## config.mk

```make
export PLATFORM = sky130hd
export DESIGN_NAME = cip_queue
export DESIGN_NICKNAME = d
export VERILOG_FILES = /design/src/rtl/cip_pkg.sv /design/src/rtl/cip_queue.sv
export SDC_FILE = /design/constraint.sdc
export NUM_CORES = 1
export LEC_CHECK = 0
export ABC_AREA = 1
export BUFFER_PORTS_ARGS = -buffer_cell sky130_fd_sc_hd__buf_2
export CAP_MARGIN = 15
export CELL_PAD_IN_SITES_DETAIL_PLACEMENT = 1
export CELL_PAD_IN_SITES_GLOBAL_PLACEMENT = 2
export CORE_UTILIZATION = 44
export DETAILED_ROUTE_END_ITERATION = 10
export PLACE_DENSITY = 0.82
export SLEW_MARGIN = 25
export SYNTH_ARGS = -nofsm -noshare
export SYNTH_HDL_FRONTEND = slang
export SYNTH_SLANG_ARGS = --single-unit
```

## constraint.sdc

```tcl
create_clock -name clk -period 5.4 [get_ports clk]
set_input_delay 1.08 -clock clk [delete_from_list [all_inputs] [get_ports clk]]
set_output_delay 1.08 -clock clk [all_outputs]
set_load 0.05 [all_outputs]
```

## src/rtl/cip_pkg.sv

```systemverilog
// shared types and constants for the column complex inner product block
// no dependencies; imported by every rtl file of the block
package cip_pkg;

  localparam int MAX_COLUMNS = 16;
  localparam int COL_W       = 4;
  localparam int CNT_W       = 5;
  localparam int DATA_W      = 16;
  localparam int PROD_W      = 2 * DATA_W;
  localparam int TERM_W      = PROD_W + 1;
  localparam int ACC_W       = 48;
  localparam int QUEUE_DEPTH = 4;
  localparam int QPTR_W      = $clog2(QUEUE_DEPTH);
  localparam int APB_AW      = 3;
  localparam int APB_DW      = 32;

  // register index of active_columns
  localparam logic REG_ACTIVE_COLUMNS = 1'b0;

  typedef struct packed {
    logic [COL_W-1:0]         col;
    logic                     active;
    logic                     final_elem;
    logic signed [TERM_W-1:0] term_re;
    logic signed [TERM_W-1:0] term_im;
  } cip_item_t;

  typedef enum logic {
    BK_ACCUM,
    BK_DRAIN
  } back_state_t;

endpackage

```

## src/rtl/cip_queue.sv

```systemverilog
// short fifo of classified items between the front end and the accumulator
// depends on cip_pkg
module cip_queue (
  input  logic               clk,
  input  logic               rst_n,
  input  logic               push,
  input  cip_pkg::cip_item_t push_item,
  output logic               full,
  input  logic               pop,
  output logic               pop_valid,
  output cip_pkg::cip_item_t pop_item
);
  import cip_pkg::*;

  cip_item_t         mem_r [QUEUE_DEPTH];
  logic [QPTR_W-1:0] wr_ptr_r, wr_ptr_nxt;
  logic [QPTR_W-1:0] rd_ptr_r, rd_ptr_nxt;
  logic [QPTR_W:0]   count_r, count_nxt;
  logic              do_pop;

  assign full      = (count_r == (QPTR_W+1)'(QUEUE_DEPTH));
  assign pop_valid = (count_r != '0);
  assign pop_item  = mem_r[rd_ptr_r];
  assign do_pop    = pop && pop_valid;

  always_comb begin
    wr_ptr_nxt = push ? wr_ptr_r + 1'b1 : wr_ptr_r;
    rd_ptr_nxt = do_pop ? rd_ptr_r + 1'b1 : rd_ptr_r;
    count_nxt  = count_r;
    if (push && !do_pop) begin
      count_nxt = count_r + 1'b1;
    end else if (!push && do_pop) begin
      count_nxt = count_r - 1'b1;
    end
  end

  always_ff @(posedge clk) begin
    if (!rst_n) begin
      wr_ptr_r <= '0;
      rd_ptr_r <= '0;
      count_r  <= '0;
    end else begin
      wr_ptr_r <= wr_ptr_nxt;
      rd_ptr_r <= rd_ptr_nxt;
      count_r  <= count_nxt;
    end
  end

  always_ff @(posedge clk) begin
    if (push) begin
      mem_r[wr_ptr_r] <= push_item;
    end
  end

endmodule

```

==> impl_metrics.toml <==
[finish]
nets = 987
regArea_mm2 = 0.008833
final_cells = 1260
multi_input_area_mm2 = 0.002380
drive_above_1_share_pct = 32.51
fillerInstances = 2509
final_cell_mix = "288 x edfxtp_1, 149 x buf_2, 137 x o21ai_0"
area_growth_pct = 16.15
final_common_cell = "edfxtp_1"

[worst_hold_path]
min_path_cells = 2
hold_start = "rd_ptr_r[0]"
hp-class = "reg -> reg"

[yosys]
ys_types = 24
synth.avg_cell_area_um2 = 15.23
synth_mux_area_share_pct = 0
ys_warn_count = 0
ys_seq_elements = 297
synth-adder-area-share_pct = 0.7145
ys_seq_area_share_pct = 76.39
synthSimpleGateAreaFrac_pct = 6.615
synth_nets = 841
synth_xor_area_share_pct = 0.07578
synth_compound_area_share_pct = 13.19
yosys.area.top_type = "edfxtp_1"
synth_top_family_by_area = "compound AO/OA/AOI/OAI gates"
synth_area_mm2 = 0.01156
synth_top_area_share_pct = 74.83
ys_top_cells_by_area = "edfxtp_1 75%, o21ai_0 5.9%, o22ai_2 5.4%"
synthCells = 759

[run]
drv_cap = 0

[setup_path]
worstSetupStartpointType = "flop"
endpoint_kind = "output port"
r2r_cells = 5
rrSetupSlack_ps = 3060
cp.required_ps = 4320
rr_startpoint = "wr_ptr_r[1]"
worstPathMaxFanout = 118
r2r-end = "mem_r[1][30]"
critPathKind = "reg -> out"
critPathArrivalTime_ps = 2830

[drt]
drtAntennaViolNets = 0
drcViolationCount = 0
wl_mm = 25.32
drt_iter0_markers = 557
wl_per_cell_um = 20.10
vias = 6645
first_pass_iters = 5
via_per_inst = 5.274

[timing]
tns_ps = 0
finalHoldViolCount = 0
slew_headroom_pct = 29.76
clock.fmax_ghz = 0.2559
slew_viol_final = 0
finalSetupViolCount = 0
rsz0062_at_grt = "no"
fin_skew_ps = 8.143
tightest_slew_ps = 1054
timing.final.crit_share_pct = 72.38
min_period_ps = 3908

[floorplanning]
dieArea_mm2 = 0.02692
initial_core_util_pct = 45.37
ios = 150
dieWidth_um = 164.1
die_y_um = 164.1
rows = 58
coreArea_mm2 = 0.02547

[clock_tree]
cts_resized = 0
cts_root_buf = "clkbuf_16"
post_cts_buffers = 0
clk_pin_slew_ps = 60
cts_max_path_buffers = 3
postCtsHoldBufs = 0
cts_made_buffers = 31
cts_sinks = 297
cts_tree = "yes"
clk_latency_ps = 530
cts.htree.levels = 1

[global_route]
grt_pass1_vias = 7123
grtUsageTotal_pct = 19.03
grt_first_pass_wirelength_mm = 38.79
grt_max_degree = 119
antenna_found_initial = 5
grt_overflow_total = 0

[placement]
gp_congestion = 0.6801
place_hpwl_mm = 14.32
port_buffers = 149
dp.cells = 1202

[power]
leakage_uw = 0.004644
power_density_mw_per_mm2 = 496.6
worst_ir_drop_vdd_mv = 0.3411

[outcome]
status = "finished, final reports clean"
[cells in the mapped netlist]
library cell / n
a21oi_1: 5
buf_12: 1
buf_2: 17
buf_4: 1
buf_6: 8
clkbuf_1: 13
clkbuf_2: 6
dfxtp_1: 9
edfxtp_1: 288
fa_1: 1
ha_1: 5
inv_1: 14
inv_4: 1
inv_6: 1
nand2_1: 15
nand3_1: 3
nor2_1: 100
nor2_2: 50
nor3_1: 1
o21ai_0: 137
o21ai_1: 10
o22ai_1: 22
o22ai_2: 50
xor2_1: 1
[power by group]
part           internal [uW]  switching (uW)  total (uW)
clock network           1090             806        1900
logic                    463            1600        2060
registers               2650            60.9        2710
[kinds of logic after synthesis]
kind of cell,after synthesis
buffers and inverters,62
AOI/OAI and AO/OA,224
adders and majority gates,6
and+or+nand+nor,169
xor gates and xnor gates,1
DFF,297
[worst max-delay path by stage]
stage | cells past startpoint | slack [ps] | startpoint | to
finish | 5 | 1490 | flop | pop_item[10]
global route | 5 | 1380 | flop | pop_item[17]
global placement | 4 | 2010 | flop | pop_item[44]
CTS | 4 | 1360 | flop | pop_item[13]
detailed placement | 4 | 1900 | flop | pop_item[13]
floorplan | 2 | 2460 | push | mem_r[0][0]
[stage by stage]
stage / setup WS (ps) / utilization (%) / cell area (um^2) / power, uW / hold WS, ps
finish: 1492 / 52.70 / 13420 / 6666 / 502.6
global route: 1375 / 52.68 / 13420 / 6948 / 534.0
CTS: 1357 / 52.65 / 13410 / 6744 / 504.2
detailed placement: 1903 / 49.15 / 12520 / 4843 / 491.6
floorplan: 2463 / - / 11560 / 4379 / 464.8
global placement: 2011 / 49.15 / 12520 / 4808 / 492.3
[flip-flops by register name, summed over array words and instances (netlist names), named ones only]
name	count
rd_ptr_r	2
wr_ptr_r	2
count_r	3
mem_r	288
[area by class of cell]
class / count / share of cell area, %
well taps: 330 / 3.076
diodes: 4 / 0.07456
repair buffers: 159 / 6.142
multi-input cells: 400 / 17.73
clock inverters: 12 / 0.5499
inverters: 16 / 0.5406
clock buffers: 42 / 6.086
flip-flops and latches: 297 / 65.80
[critical path, stage by stage (launching register included)]
cell     delay (ps)
dfxtp_4         470
inv_6           730
buf_4           380
o21ai_0         120
o22ai_2         170
buf_2           290
[routing by layer]
metal	vias up	global-route usage [%]	wire [um]
li1	3144	-	-
met1	3319	24.18	10730
met2	158	33.49	12810
met3	22	3.788	1517
met4	2	4.293	255
met5	-	0	13
(Power assumes the default switching activity.)
