`config.mk`:
```
export PLATFORM = sky130hd
export DESIGN_NAME = cip_front
export DESIGN_NICKNAME = d
export VERILOG_FILES = /design/src/rtl/cip_pkg.sv /design/src/rtl/cip_front.sv
export SDC_FILE = /design/constraint.sdc
export NUM_CORES = 2
export LEC_CHECK = 0
export BUFFER_PORTS_ARGS = -buffer_cell sky130_fd_sc_hd__buf_2
export CAP_MARGIN = 20
export CORE_ASPECT_RATIO = 1.25
export CORE_UTILIZATION = 55
export CTS_CLUSTER_SIZE = 25
export DETAILED_ROUTE_END_ITERATION = 8
export HOLD_SLACK_MARGIN = 0.06
export PLACE_DENSITY = 0.68
export SLEW_MARGIN = 30
export SYNTH_ARGS = -nofsm -noshare
export SYNTH_HDL_FRONTEND = slang
export SYNTH_SLANG_ARGS = --single-unit
```
`constraint.sdc`:
```
create_clock -name clk -period 6.73 [get_ports clk]
set_clock_uncertainty 0.05 [all_clocks]
set_input_delay 0.3365 -clock clk [delete_from_list [all_inputs] [get_ports clk]]
set_output_delay 0.3365 -clock clk [all_outputs]
set_load 0.005 [all_outputs]
```
`src/rtl/cip_pkg.sv`:
```
// shared types and constants for the column complex inner product block
// no dependencies; imported by every rtl file of the block
package cip_pkg;

  localparam int MAX_COLUMNS = 16;
  localparam int COL_W       = 4;
  localparam int CNT_W       = 5;
  localparam int DATA_W      = 16;
  localparam int PROD_W      = 2 * DATA_W;
  localparam int TERM_W      = PROD_W + 1;
  localparam int ACC_W       = 48;
  localparam int QUEUE_DEPTH = 4;
  localparam int QPTR_W      = $clog2(QUEUE_DEPTH);
  localparam int APB_AW      = 3;
  localparam int APB_DW      = 32;

  // register index of active_columns
  localparam logic REG_ACTIVE_COLUMNS = 1'b0;

  typedef struct packed {
    logic [COL_W-1:0]         col;
    logic                     active;
    logic                     final_elem;
    logic signed [TERM_W-1:0] term_re;
    logic signed [TERM_W-1:0] term_im;
  } cip_item_t;

  typedef enum logic {
    BK_ACCUM,
    BK_DRAIN
  } back_state_t;

endpackage

```
`src/rtl/cip_front.sv`:
```
// front end: accepts input beats, forms the four partial products and classifies
// the column; depends on cip_pkg
module cip_front (
  input  logic                           clk,
  input  logic                           rst_n,
  input  logic                           in_valid,
  output logic                           in_ready,
  input  logic signed [cip_pkg::DATA_W-1:0] in_x_real,
  input  logic signed [cip_pkg::DATA_W-1:0] in_x_imag,
  input  logic signed [cip_pkg::DATA_W-1:0] in_y_real,
  input  logic signed [cip_pkg::DATA_W-1:0] in_y_imag,
  input  logic [cip_pkg::COL_W-1:0]      in_column,
  input  logic                           in_final_element,
  input  logic [cip_pkg::CNT_W-1:0]      eff_cols,
  input  logic                           q_full,
  output logic                           q_push,
  output cip_pkg::cip_item_t             q_item
);
  import cip_pkg::*;

  logic                     s1_valid_r, s1_valid_nxt;
  logic [COL_W-1:0]         s1_col_r;
  logic                     s1_active_r;
  logic                     s1_final_r;
  logic signed [PROD_W-1:0] p_rr_r, p_ii_r, p_ri_r, p_ir_r;
  logic                     in_accept;

  assign in_ready  = !s1_valid_r || !q_full;
  assign in_accept = in_valid && in_ready;
  assign q_push    = s1_valid_r && !q_full;

  always_comb begin
    s1_valid_nxt = s1_valid_r;
    if (in_accept) begin
      s1_valid_nxt = 1'b1;
    end else if (q_push) begin
      s1_valid_nxt = 1'b0;
    end
  end

  always_ff @(posedge clk) begin
    if (!rst_n) begin
      s1_valid_r <= 1'b0;
    end else begin
      s1_valid_r <= s1_valid_nxt;
    end
  end

  always_ff @(posedge clk) begin
    if (in_accept) begin
      s1_col_r    <= in_column;
      s1_final_r  <= in_final_element;
      s1_active_r <= ({1'b0, in_column} < eff_cols);
      p_rr_r      <= in_x_real * in_y_real;
      p_ii_r      <= in_x_imag * in_y_imag;
      p_ri_r      <= in_x_real * in_y_imag;
      p_ir_r      <= in_x_imag * in_y_real;
    end
  end

  // conjugated product conj(x) * y
  always_comb begin
    q_item.col        = s1_col_r;
    q_item.active     = s1_active_r;
    q_item.final_elem = s1_final_r;
    q_item.term_re    = TERM_W'(p_rr_r) + TERM_W'(p_ii_r);
    q_item.term_im    = TERM_W'(p_ri_r) - TERM_W'(p_ir_r);
  end

endmodule

```
==> flow_summary.html <==
<table>
<tr><th>Metric</th><th>Value</th></tr>
<tr><th colspan="2">Timing</th></tr>
<tr><td>Least-Margin Pin Slew</td><td>0.907 ns</td></tr>
<tr><td>Slew Limit Headroom</td><td>39.5%</td></tr>
<tr><td>Final critical path time including I/O delays and setup</td><td>6.40 ns</td></tr>
<tr><td>Setup TNS</td><td>0 ns</td></tr>
<tr><td>RSZ-0062 raised after global routing</td><td>false</td></tr>
<tr><td>Final hold violation count</td><td>0</td></tr>
<tr><td>Maximum frequency from static timing analysis</td><td>156 MHz</td></tr>
<tr><td>Setup violations, final</td><td>0</td></tr>
<tr><td>Period Utilization, post-route</td><td>95.0%</td></tr>
<tr><td>Total count of max-transition violations in the final report</td><td>0</td></tr>
<tr><th colspan="2">Setup path</th></tr>
<tr><td>Critical path cell sequence</td><td>buf_2 &gt; nand2_1 &gt; fa_1 &gt; inv_1 &gt; fa_1 &gt; inv_1 &gt; fa_1 &gt; inv_1 &gt; fa_1 &gt; fa_1 &gt; inv_1 &gt; fa_1 &gt; inv_1 &gt; ha_1 &gt; nand4_1 &gt; nor2_1 &gt; nand2_1 &gt; nor3_2 &gt; o311ai_2 &gt; a21oi_2 &gt; a211o_1 &gt; a21oi_2 &gt; xnor2_1</td></tr>
<tr><td>Arrival time of data at the critical path endpoint</td><td>6.59 ns</td></tr>
<tr><td>Type of origin of the critical path</td><td>input port</td></tr>
<tr><td>Logic depth of the worst register-to-register path</td><td>3</td></tr>
<tr><td>Required time of the critical path</td><td>around 6.9 ns</td></tr>
<tr><td>Delay-heaviest family, CP</td><td>adder cells</td></tr>
<tr><td>Peak per-stage delay on the critical path</td><td>0.57 ns</td></tr>
<tr><td>Critical path buffer and inverter count</td><td>6</td></tr>
<tr><td>R2r setup slk</td><td>4.67 ns</td></tr>
<tr><td>Crit Path Max Fanout</td><td>17</td></tr>
<tr><td>Critical path start-end classification</td><td>in -&gt; reg</td></tr>
<tr><td>Critical R2R Capture</td><td>p_ir_r[25]</td></tr>
<tr><td>Cell with the largest stage delay on the worst path</td><td>sky130_fd_sc_hd__fa_1</td></tr>
<tr><td>Type of destination of the critical path</td><td>flop</td></tr>
<tr><td>Crit path top cell by count</td><td>sky130_fd_sc_hd__fa_1</td></tr>
<tr><td>Start of the worst register-to-register path</td><td>s1_valid_r</td></tr>
<tr><th colspan="2">Worst hold path</th></tr>
<tr><td>Hold endpoint</td><td>s1_active_r</td></tr>
<tr><td>Worst hold-check path type</td><td>in -&gt; reg</td></tr>
<tr><td>Depth of the worst hold-timing path</td><td>2</td></tr>
<tr><td>Startpoint of the tightest hold check path</td><td>in_valid</td></tr>
<tr><th colspan="2">Floorplan</th></tr>
<tr><td>Horizontal die dimension</td><td>~260 um</td></tr>
<tr><td>Height of the die</td><td>between 300 and 400 um</td></tr>
<tr><td>Row cnt</td><td>119</td></tr>
<tr><td>Ports</td><td>between 150 and 200</td></tr>
<tr><td>Floorplan die area</td><td>86200 um^2</td></tr>
<tr><td>Effective utilization at floorplan</td><td>a little under three fifths</td></tr>
<tr><td>Core ar.</td><td>84300 um^2</td></tr>
<tr><th colspan="2">Clocking</th></tr>
<tr><td>Clock Latency Late Sink</td><td>0.50 ns</td></tr>
<tr><td>CTS tree</td><td>done</td></tr>
<tr><td>CTS clk-pin slew, worst paths</td><td>0.06 ns</td></tr>
<tr><td>Maximum clock path buffer count</td><td>2</td></tr>
<tr><td>Clk root buf</td><td>sky130_fd_sc_hd__clkbuf_16</td></tr>
<tr><td>Maximum level of the CTS H-tree</td><td>4</td></tr>
<tr><td>Number of buffers created by CTS</td><td>17</td></tr>
<tr><td>TritonCTS Sinks</td><td>roughly 140</td></tr>
<tr><td>Setup Buffers After CTS</td><td>0</td></tr>
<tr><th colspan="2">Detailed routing</th></tr>
<tr><td>Vias per cell</td><td>5.36</td></tr>
<tr><td>First-pass detailed-route iteration total</td><td>5</td></tr>
<tr><td>Total routed wirelength</td><td>around 110000 um</td></tr>
<tr><td>Remaining antenna violation count after routing</td><td>0</td></tr>
<tr><td>Routed WL per cell</td><td>17.9 um</td></tr>
<tr><td>Vias after detailed routing</td><td>33.1k</td></tr>
<tr><td>DRC</td><td>0</td></tr>
<tr><td>DRC marker count from the first detailed-route iteration</td><td>1670</td></tr>
<tr><th colspan="2">Yosys</th></tr>
<tr><td>FF+latch count, synth</td><td>around 140</td></tr>
<tr><td>Fraction of the mapped netlist area in compound gates</td><td>6.61%</td></tr>
<tr><td>Syn Area/Cell</td><td>9.41 um^2</td></tr>
<tr><td>Xor and xnor area share after synthesis</td><td>3.73%</td></tr>
<tr><td>Summed instance area of the synthesized netlist</td><td>46800 um^2</td></tr>
<tr><td>Number of warnings printed during yosys synthesis</td><td>0</td></tr>
<tr><td>Dominant combinational cell family by area after synthesis</td><td>adder cells</td></tr>
<tr><td>Cells after synthesis</td><td>4969</td></tr>
<tr><td>Share of flip-flops with an asynchronous set or reset after synthesis</td><td>0%</td></tr>
<tr><td>Multiplexer share of the synthesized area</td><td>0%</td></tr>
<tr><td>Synth Net Count</td><td>6492</td></tr>
<tr><td>Share of synthesized cell area in and, or, nand and nor gates</td><td>14.0%</td></tr>
<tr><td>Most instantiated flip-flop cell in the synthesis netlist</td><td>sky130_fd_sc_hd__edfxtp_1</td></tr>
<tr><td>Number of enable-type register cells in the synthesized netlist</td><td>between 100 and 150</td></tr>
<tr><td>Post-synth cell types</td><td>82</td></tr>
<tr><td>Adder-Cell Fraction of Synth Area</td><td>55.5%</td></tr>
<tr><td>Sequential fraction of the synthesis area</td><td>8.65%</td></tr>
<tr><th colspan="2">Global route</th></tr>
<tr><td>Gr usage total</td><td>27.3%</td></tr>
<tr><td>Number of global-route vias before repair</td><td>35.5k</td></tr>
<tr><td>Wire length of the first global-routing pass</td><td>approximately 180000 um</td></tr>
<tr><td>Number of antenna violations at the first check in global routing</td><td>9</td></tr>
<tr><td>Largest net degree at the start of global routing</td><td>72</td></tr>
<tr><td>Remaining global-route overflow</td><td>0</td></tr>
<tr><th colspan="2">Status</th></tr>
<tr><td>Run status</td><td>finished, final reports clean</td></tr>
<tr><th colspan="2">Layout</th></tr>
<tr><td>Footprint of the flip-flops and latches</td><td>around 4000 um^2</td></tr>
<tr><td>Layout net count</td><td>6598</td></tr>
<tr><td>Post-synthesis to final-layout area growth</td><td>6.89%</td></tr>
<tr><td>Area of combinational cells with multiple inputs</td><td>37300 um^2</td></tr>
<tr><td>Layout cell share with drive strength beyond 1</td><td>approximately 7.0%</td></tr>
<tr><td>Number of fillers in the final layout</td><td>7365</td></tr>
<tr><td>Post-route cell area</td><td>50000 um^2</td></tr>
<tr><th colspan="2">Place</th></tr>
<tr><td>Final weighted congestion in routability-driven placement</td><td>approximately 0.89</td></tr>
<tr><td>PortBufs</td><td>~150</td></tr>
<tr><td>Area post-placement</td><td>49300 um^2</td></tr>
<tr><td>Detailed placement HPWL</td><td>between 90000 and 100000 um</td></tr>
<tr><th colspan="2">Flow run</th></tr>
<tr><td>Max Cap Violations</td><td>0</td></tr>
</table>
cells in the mapped netlist, drive strengths merged, types with 3 or more instances:
master / number / area, um^2
a2111oi: 6 / 97.6
a211o: 9 / 78.8
a211oi: 16 / 130
a21boi: 5 / 37.5
a21o: 67 / 503
a21oi: 137 / 716
a221oi: 6 / 58.8
a311oi: 5 / 50.0
a31o: 7 / 70.1
a31oi: 12 / 81.3
a41oi: 3 / 41.3
and2: 503 / 3150
and3: 11 / 68.8
buf: 7 / 37.5
clkbuf: 196 / 736
edfxtp: 134 / 4020
fa: 1050 / 21000
ha: 395 / 4940
inv: 1228 / 4610
nand2: 537 / 2020
nand2b: 32 / 200
nand3: 31 / 155
nand4: 12 / 75.1
nor2: 124 / 468
nor2b: 20 / 125
nor3: 25 / 125
o211a: 3 / 30.0
o211ai: 11 / 82.6
o21a: 30 / 225
o21ai: 71 / 367
o21bai: 17 / 128
o221ai: 6 / 65.1
o22ai: 4 / 37.5
o311ai: 4 / 50.1
o31a: 4 / 35.0
o31ai: 9 / 72.6
or2: 5 / 31.3
or3: 6 / 42.5
xnor2: 152 / 1330
xor2: 47 / 412
sequential cells by signal, summed over array words and instances, names as in the netlist:
signal	count
s1_active_r	1
s1_col_r	4
s1_final_r	1
p_rr_r	32
p_ir_r	32
p_ri_r	32
p_ii_r	32
s1_valid_r	1
through the flow:
step | hold slack, ns | util, % | setup slack [ns] | std cells
2_1_floorplan | 0.385 | - | 0.514 | 4969
3_3_place_gp | 0.465 | 58.4 | -0.0957 | 6136
3_5_place_dp | 0.467 | 58.4 | -0.221 | 6136
4_1_cts | 0.328 | 59.3 | 0.323 | 6176
5_1_grt | 0.354 | 59.3 | 0.153 | 6178
6_report | 0.352 | 59.3 | 0.334 | 6179
cell type report:
class	instances	share of cell area (%)
Inverter	1229	9.23
Multi-Input combinational cell	3402	74.7
Timing Repair Buffer	290	4.03
Antenna cell	2	0.0100
Tap cell	1089	2.73
Clock inverter	14	0.350
Sequential cell	135	8.09
Clock buffer	18	0.859
worst max path at each step:
stage,startpoint,depth (start not counted),slack (ns),end
2_1_floorplan,in_x_imag[15],21,0.51,p_ir_r[31]
3_3_place_gp,in_y_real[7],23,-0.1,p_ir_r[30]
3_5_place_dp,in_y_real[7],23,-0.22,p_ir_r[30]
4_1_cts,in_y_real[7],23,0.32,p_ir_r[30]
5_1_grt,in_y_real[7],23,0.15,p_ir_r[28]
6_report,in_y_real[7],23,0.33,p_ir_r[30]
repair_timing:
item,CTS,global route
gates resized for setup,0,1
hold buffers,8,0
hold endpoints to repair,7,0
setup endpoints to repair,0,3
kinds of logic (layout without fill, tap and decap cells):
group,Yosys count,after routing
and+or+nand+nor,1314,1314
DFF,135,135
xor gates and xnor gates,199,199
adders and majority gates,1445,1445
other,0,2
AOI/OAI and AO/OA,444,444
buffers and inverters,1432,1551
layout by cell type (no fill, tap or decap), types with 8 or more instances in the layout:
master / n
sky130_fd_sc_hd__o21bai_1: 17
sky130_fd_sc_hd__xor2_1: 47
sky130_fd_sc_hd__buf_12: 14
sky130_fd_sc_hd__a21oi_2: 8
sky130_fd_sc_hd__nand3_1: 31
sky130_fd_sc_hd__nand2_1: 537
sky130_fd_sc_hd__nand4_1: 12
sky130_fd_sc_hd__and2_1: 502
sky130_fd_sc_hd__a21o_1: 67
sky130_fd_sc_hd__ha_1: 395
sky130_fd_sc_hd__a31oi_1: 11
sky130_fd_sc_hd__inv_1: 1228
sky130_fd_sc_hd__o21a_1: 30
sky130_fd_sc_hd__o21ai_0: 57
sky130_fd_sc_hd__buf_2: 151
sky130_fd_sc_hd__buf_4: 116
sky130_fd_sc_hd__a211oi_1: 14
sky130_fd_sc_hd__nor2b_1: 20
sky130_fd_sc_hd__o211ai_1: 11
sky130_fd_sc_hd__clkbuf_16: 17
sky130_fd_sc_hd__and3_1: 11
sky130_fd_sc_hd__nand2b_1: 32
sky130_fd_sc_hd__nor3_1: 24
sky130_fd_sc_hd__fa_1: 1050
sky130_fd_sc_hd__o21ai_1: 11
sky130_fd_sc_hd__o31ai_1: 8
sky130_fd_sc_hd__xnor2_1: 152
sky130_fd_sc_hd__a211o_1: 9
sky130_fd_sc_hd__nor2_1: 123
sky130_fd_sc_hd__a21oi_1: 129
sky130_fd_sc_hd__dlygate4sd3_1: 8
sky130_fd_sc_hd__edfxtp_1: 134
metal layers:
layer	vias to the layer above	part of all wire, %	routed length, um	track usage [%]
met3	191	5.0	5500	3.04
met2	878	50	54700	46.0
met4	6	5.4	5950	13.8
li1	15000	-	-	-
met5	-	0.042	46	0
met1	17000	40	44300	35.2
Power is left out: the tool's default activity adds up to more than one toggle a clock period on the data nets, which glitch-free logic cannot reach.
